[config.mk]
export PLATFORM = sky130hd
export DESIGN_NAME = omtl_ctrl
export DESIGN_NICKNAME = d
export VERILOG_FILES = /design/src/rtl/omtl_pkg.sv /design/src/rtl/omtl_ctrl.sv
export SDC_FILE = /design/constraint.sdc
export NUM_CORES = 1
export LEC_CHECK = 0
export ABC_AREA = 1
export BUFFER_PORTS_ARGS = -buffer_cell sky130_fd_sc_hd__buf_2
export CORE_AREA = 2 2 64 78
export CTS_CLUSTER_SIZE = 28
export DETAILED_ROUTE_END_ITERATION = 16
export DIE_AREA = 0 0 66 80
export PLACE_DENSITY_LB_ADDON = 0.2
export SYNTH_ARGS = -nofsm -noshare
export SYNTH_HDL_FRONTEND = slang
export SYNTH_SLANG_ARGS = --single-unit
[constraint.sdc]
create_clock -name clk -period 5.3 [get_ports clk]
set_clock_uncertainty 0.15 [all_clocks]
set_input_delay 1.325 -clock clk [delete_from_list [all_inputs] [get_ports clk]]
set_output_delay 1.325 -clock clk [all_outputs]
set_load 0.01 [all_outputs]
[src/rtl/omtl_pkg.sv]
// ----------------------------------------------------------------------------
// omtl_pkg: shared types and constants for the tag list unit
// Command and status codes, datapath operations and controller handshake.
// ----------------------------------------------------------------------------
package omtl_pkg;

	localparam int POOL_NODES_DEF = 256;
	localparam int TAG_BITS_DEF   = 32;
	localparam int NODE_W         = 8;
	localparam int CMD_W          = 2;
	localparam int STAT_W         = 2;
	localparam int ORD_W          = 2;

	typedef enum logic [CMD_W-1:0] {
		CMD_INS_AFTER  = 2'd0,
		CMD_INS_BEFORE = 2'd1,
		CMD_COMPARE    = 2'd2,
		CMD_DELETE     = 2'd3
	} cmd_t;

	typedef enum logic [STAT_W-1:0] {
		STAT_OK      = 2'd0,
		STAT_FULL    = 2'd1,
		STAT_INVALID = 2'd2
	} stat_t;

	localparam logic signed [ORD_W-1:0] ORD_SAME    = 2'sd0;
	localparam logic signed [ORD_W-1:0] ORD_A_FIRST = 2'sd1;
	localparam logic signed [ORD_W-1:0] ORD_B_FIRST = -2'sd1;

	typedef enum logic [4:0] {
		OP_NONE,
		OP_INIT,
		OP_LOAD,
		OP_SCAN,
		OP_SET_X_A,
		OP_SET_X_PREV,
		OP_BASE,
		OP_WALK,
		OP_DIV_GO,
		OP_RL_INIT,
		OP_RL_WR,
		OP_RL_NX,
		OP_LINK1,
		OP_LINK2,
		OP_CAP0,
		OP_CAPA,
		OP_CMP,
		OP_DEL,
		OP_SET_ERR,
		OP_SET_FULL,
		OP_PUSH
	} op_t;

	typedef enum logic [2:0] {
		RS_A,
		RS_B,
		RS_ZERO,
		RS_X,
		RS_XJ,
		RS_XK
	} rsel_t;

	typedef struct packed {
		op_t   op;
		rsel_t rsel;
	} dp_cmd_t;

	typedef struct packed {
		cmd_t cmd;
		logic a_valid;
		logic b_valid;
		logic a_zero;
		logic found;
		logic scan_end;
		logic empty;
		logic walk_stop;
		logic div_busy;
		logic k_done;
		logic out_free;
	} dp_stat_t;

endpackage

[src/rtl/omtl_ctrl.sv]
// ----------------------------------------------------------------------------
// omtl_ctrl: tag list controller
// Sequences the datapath through decode, free slot scan, walk, divide,
// relabel, relink, compare and delete.
// ----------------------------------------------------------------------------
module omtl_ctrl (
	input  logic               clk,
	input  logic               arst_n,
	input  logic               req_valid,
	output logic               req_ready,
	input  omtl_pkg::dp_stat_t st,
	output omtl_pkg::dp_cmd_t  cmd
);
	import omtl_pkg::*;

	typedef enum logic [20:0] {
		S_INIT = 21'h000001,
		S_IDLE = 21'h000002,
		S_DEC  = 21'h000004,
		S_SCAN = 21'h000008,
		S_SETX = 21'h000010,
		S_RX   = 21'h000020,
		S_BASE = 21'h000040,
		S_WRD  = 21'h000080,
		S_WEV  = 21'h000100,
		S_DGO  = 21'h000200,
		S_DWT  = 21'h000400,
		S_RLI  = 21'h000800,
		S_RLW  = 21'h001000,
		S_RLN  = 21'h002000,
		S_LK1  = 21'h004000,
		S_LK2  = 21'h008000,
		S_C1   = 21'h010000,
		S_C2   = 21'h020000,
		S_C3   = 21'h040000,
		S_DEL  = 21'h080000,
		S_PUSH = 21'h100000
	} state_t;

	state_t state_q, state_d;

	always_ff @(posedge clk or negedge arst_n) begin
		if (!arst_n) begin
			state_q <= S_INIT;
		end else begin
			state_q <= state_d;
		end
	end

	always_comb begin
		state_d   = state_q;
		cmd.op    = OP_NONE;
		cmd.rsel  = RS_A;
		req_ready = 1'b0;
		case (state_q)
			S_INIT: begin
				cmd.op  = OP_INIT;
				state_d = S_IDLE;
			end
			S_IDLE: begin
				req_ready = 1'b1;
				if (req_valid) begin
					cmd.op  = OP_LOAD;
					state_d = S_DEC;
				end
			end
			S_DEC: begin
				case (st.cmd)
					CMD_INS_AFTER, CMD_INS_BEFORE: begin
						if (!st.a_valid) begin
							cmd.op  = OP_SET_ERR;
							state_d = S_PUSH;
						end else begin
							state_d = S_SCAN;
						end
					end
					CMD_COMPARE: begin
						if (!st.a_valid || !st.b_valid) begin
							cmd.op  = OP_SET_ERR;
							state_d = S_PUSH;
						end else begin
							cmd.rsel = RS_ZERO;
							state_d  = S_C1;
						end
					end
					default: begin
						if (st.a_zero || !st.a_valid) begin
							cmd.op  = OP_SET_ERR;
							state_d = S_PUSH;
						end else begin
							cmd.rsel = RS_A;
							state_d  = S_DEL;
						end
					end
				endcase
			end
			S_SCAN: begin
				if (st.found) begin
					cmd.op   = OP_SET_X_A;
					cmd.rsel = RS_A;
					state_d  = S_SETX;
				end else if (st.scan_end) begin
					cmd.op  = OP_SET_FULL;
					state_d = S_PUSH;
				end else begin
					cmd.op = OP_SCAN;
				end
			end
			S_SETX: begin
				if (st.cmd == CMD_INS_BEFORE) begin
					cmd.op = OP_SET_X_PREV;
				end
				state_d = S_RX;
			end
			S_RX: begin
				cmd.rsel = RS_X;
				state_d  = S_BASE;
			end
			S_BASE: begin
				cmd.op  = OP_BASE;
				state_d = S_WRD;
			end
			S_WRD: begin
				cmd.rsel = RS_XJ;
				state_d  = st.empty ? S_LK1 : S_WEV;
			end
			S_WEV: begin
				cmd.op   = OP_WALK;
				cmd.rsel = RS_XJ;
				state_d  = st.walk_stop ? S_DGO : S_WRD;
			end
			S_DGO: begin
				cmd.op  = OP_DIV_GO;
				state_d = S_DWT;
			end
			S_DWT: begin
				if (!st.div_busy) begin
					state_d = S_RLI;
				end
			end
			S_RLI: begin
				cmd.op  = OP_RL_INIT;
				state_d = S_RLW;
			end
			S_RLW: begin
				if (st.k_done) begin
					state_d = S_LK1;
				end else begin
					cmd.op   = OP_RL_WR;
					cmd.rsel = RS_XK;
					state_d  = S_RLN;
				end
			end
			S_RLN: begin
				cmd.op  = OP_RL_NX;
				state_d = S_RLW;
			end
			S_LK1: begin
				cmd.op  = OP_LINK1;
				state_d = S_LK2;
			end
			S_LK2: begin
				cmd.op  = OP_LINK2;
				state_d = S_PUSH;
			end
			S_C1: begin
				cmd.op   = OP_CAP0;
				cmd.rsel = RS_A;
				state_d  = S_C2;
			end
			S_C2: begin
				cmd.op   = OP_CAPA;
				cmd.rsel = RS_B;
				state_d  = S_C3;
			end
			S_C3: begin
				cmd.op  = OP_CMP;
				state_d = S_PUSH;
			end
			S_DEL: begin
				cmd.op  = OP_DEL;
				state_d = S_PUSH;
			end
			S_PUSH: begin
				if (st.out_free) begin
					cmd.op  = OP_PUSH;
					state_d = S_IDLE;
				end
			end
			default: begin
				state_d = S_INIT;
			end
		endcase
	end
endmodule

==> flow_summary.json <==
{
  "p_leak_nw": 1.047,
  "ioPinCount": 24,
  "min_path_cells": 3,
  "worstSetupPathType": "in -> out",
  "status": "completed",
  "final_cell_mix": "nand2_1 (40), nor2_1 (36), inv_1 (33)",
  "r2r_cells": 10,
  "hold_end": "state_q[18]$_DFFE_PN0P_",
  "tightest_slew_ns": 0.4780,
  "routabilityCongestion": 0.8352,
  "largest_reg_flops": 21,
  "nets": 261,
  "vdd_ir_drop_max_uv": 103.1,
  "power.total_uw": 471.7,
  "multi_input_area_um2": 903.4,
  "worstSetupStartpointType": "input port",
  "diodes": 0,
  "ys_ff_latch": 21,
  "synth_top_area_share_pct": 31.50,
  "rsz0062_at_grt": "false",
  "critPathLaunch": "st[10]",
  "cts.repair.resized": 0,
  "synthTopCellsByArea": "dfrtp_1 (31%), nand2_1 (9.4%), nor2_1 (8.5%), inv_1 (7.8%), nand3_1 (7.2%)",
  "cp.required_ns": 3.83,
  "synth.distinct_cells": 29,
  "synth_top_area_cell": "dfrtp_1",
  "cp_data_arrival_time_ns": 2.16,
  "largestRegisters": "state_q: 21 flops",
  "clk_latency_ns": 0.26,
  "area_growth_pct": 14.02,
  "setup_violations": 0,
  "final_common_cell": "nand2_1",
  "regToRegEndpoint": "state_q[1]$_DFFE_PN0P_",
  "fin_cells": 303,
  "grt_max_degree": 22,
  "syn_inst": 219,
  "avgViaCountPerCell": 4.696,
  "r2r_start": "state_q[18]$_DFFE_PN0P_",
  "grt_usage_pct": 15.29,
  "dp.cells": 299,
  "drtAntennaViolNets": 0,
  "dp_hpwl_mm": 3.126,
  "fin_crit_sh_pct": 68.56,
  "syn-cell-area_um2": 1589,
  "portBuffers": 23,
  "min_path_type": "reg -> reg",
  "p_per_area_nw_per_um2": 260.4,
  "fillers": 508,
  "drive_gt1_share_pct": 29.39,
  "regMostFlops": "state_q",
  "critPathMaxStageDelay_ns": 0.16,
  "tns_ns": 0,
  "critPathCaptureType": "primary output",
  "slew_violations": 0,
  "yosysWarnings": 0,
  "wire_per_inst_um": 12.30,
  "clock_path_buffers": 2,
  "fin_crit_ns": 3.634,
  "cts_buffers": 3,
  "path_clk_slew_ns": 0.08,
  "min_from": "state_q[20]$_DFFE_PN0P_",
  "fp.coreArea_um2": 4527,
  "seq_area_um2": 526.8,
  "die_w_um": 66,
  "maxCapViolations": 0,
  "critPathBufInv": 2,
  "die-area_um2": 5280,
  "clock-sinks": 21,
  "start_util_pct": 35.10,
  "relSlewSlack_pct": 68.14,
  "grt_pass1_vias": 1335,
  "first_pass_iters": 4,
  "cp_slowest_cell": "nor3_1",
  "first_iter_violations": 44,
  "cts_tree": "yes",
  "path_max_fanout": 3,
  "vias": 1423,
  "finalHoldViolations": 0,
  "cts-root-buf": "clkbuf_8",
  "yosysSeqAreaShare_pct": 33.15,
  "postCtsSetupRepairBufs": 0,
  "std_cell_rows": 27,
  "cts-hold-fix-buffers": 0,
  "cp_cell_sequence": "buf_2, nor2_1, nand2_1, nand3_1, nor2_2, nor3_1, nand2_1, buf_2",
  "overflow": 0,
  "fmax_ghz": 0.2752,
  "antenna_found_initial": 0,
  "r2r_slack_ns": 3.45,
  "post-route-drc-count": 0,
  "critPathTopFamily": "simple AND/OR/NAND/NOR gates",
  "synth_area_per_cell_um2": 7.256,
  "htreeDepth": 1,
  "grt_pass1_wl_mm": 6.141,
  "routed_wl_mm": 3.727,
  "synth_nets": 234,
  "die-height_um": 80
}
-- cell families after synthesis --
| family | after synthesis | share of synthesized area (%) |
|---|---|---|
| flops | 21 | 33.15 |
| compound gates | 8 | 3.622 |
| simple gates | 151 | 53.23 |
| buf+inv | 39 | 10.00 |
-- worst min-delay path, delay by kind of cell (launching register included) --
kind | cells | cell delay [ns]
DFF | 1 | 0.37
and+or+nand+nor | 2 | 0.17
buffers and inverters | 1 | 0.05
-- metrics by stage --
step                worst slack (ns)  utilization (%)  area [µm²]  hold slack (ns)
floorplan                      1.900                -        1589           0.4096
global placement               1.674            39.00        1765           0.4681
detailed placement             1.669            39.00        1765           0.4675
CTS                            1.667            40.02        1812           0.4785
global route                   1.522            40.02        1812           0.5242
finish                         1.666            40.02        1812           0.4702
-- report_power, final --
part           switching (mW)  internal [mW]
logic                   0.125         0.0578
clock network          0.0548         0.0524
registers             0.00853          0.174
-- final cells by class --
type / instances / area share, %
clock inverters: 1 / 0.2762
well taps: 58 / 4.006
clock buffers: 3 / 2.279
inverters: 38 / 8.149
repair buffers: 23 / 6.354
flip-flops and latches: 21 / 29.07
multi-input cells: 159 / 49.86
-- per-layer routing --
layer,GRT usage [%],share of wire (%),vias up
met1,20.02,48,639
met4,5.510,1.9,0
li1,-,-,749
met5,0,0,-
met3,1.410,2.5,6
met2,25.96,48,29
-- worst max-delay path by stage --
stage | endpoint | slack (ns) | cells after the start
after floorplan | cmd[4] | 1.90 | 7
after global placement | cmd[4] | 1.67 | 8
final | cmd[4] | 1.67 | 8
after detailed placement | cmd[4] | 1.67 | 8
after global routing | cmd[4] | 1.52 | 9
after CTS | cmd[4] | 1.67 | 8
-- synthesized netlist by cell type, drive strengths merged --
library cell	count
o2111ai	1
buf	1
a32o	1
nor3	8
or2	2
o21ai	4
nand2	49
nand3	29
nor4	1
o22ai	1
dfrtp	20
inv	38
nand4	7
a21oi	1
nor3b	1
dfstp	1
nor2	54
No activity file was read; power rests on OpenSTA's default activity.
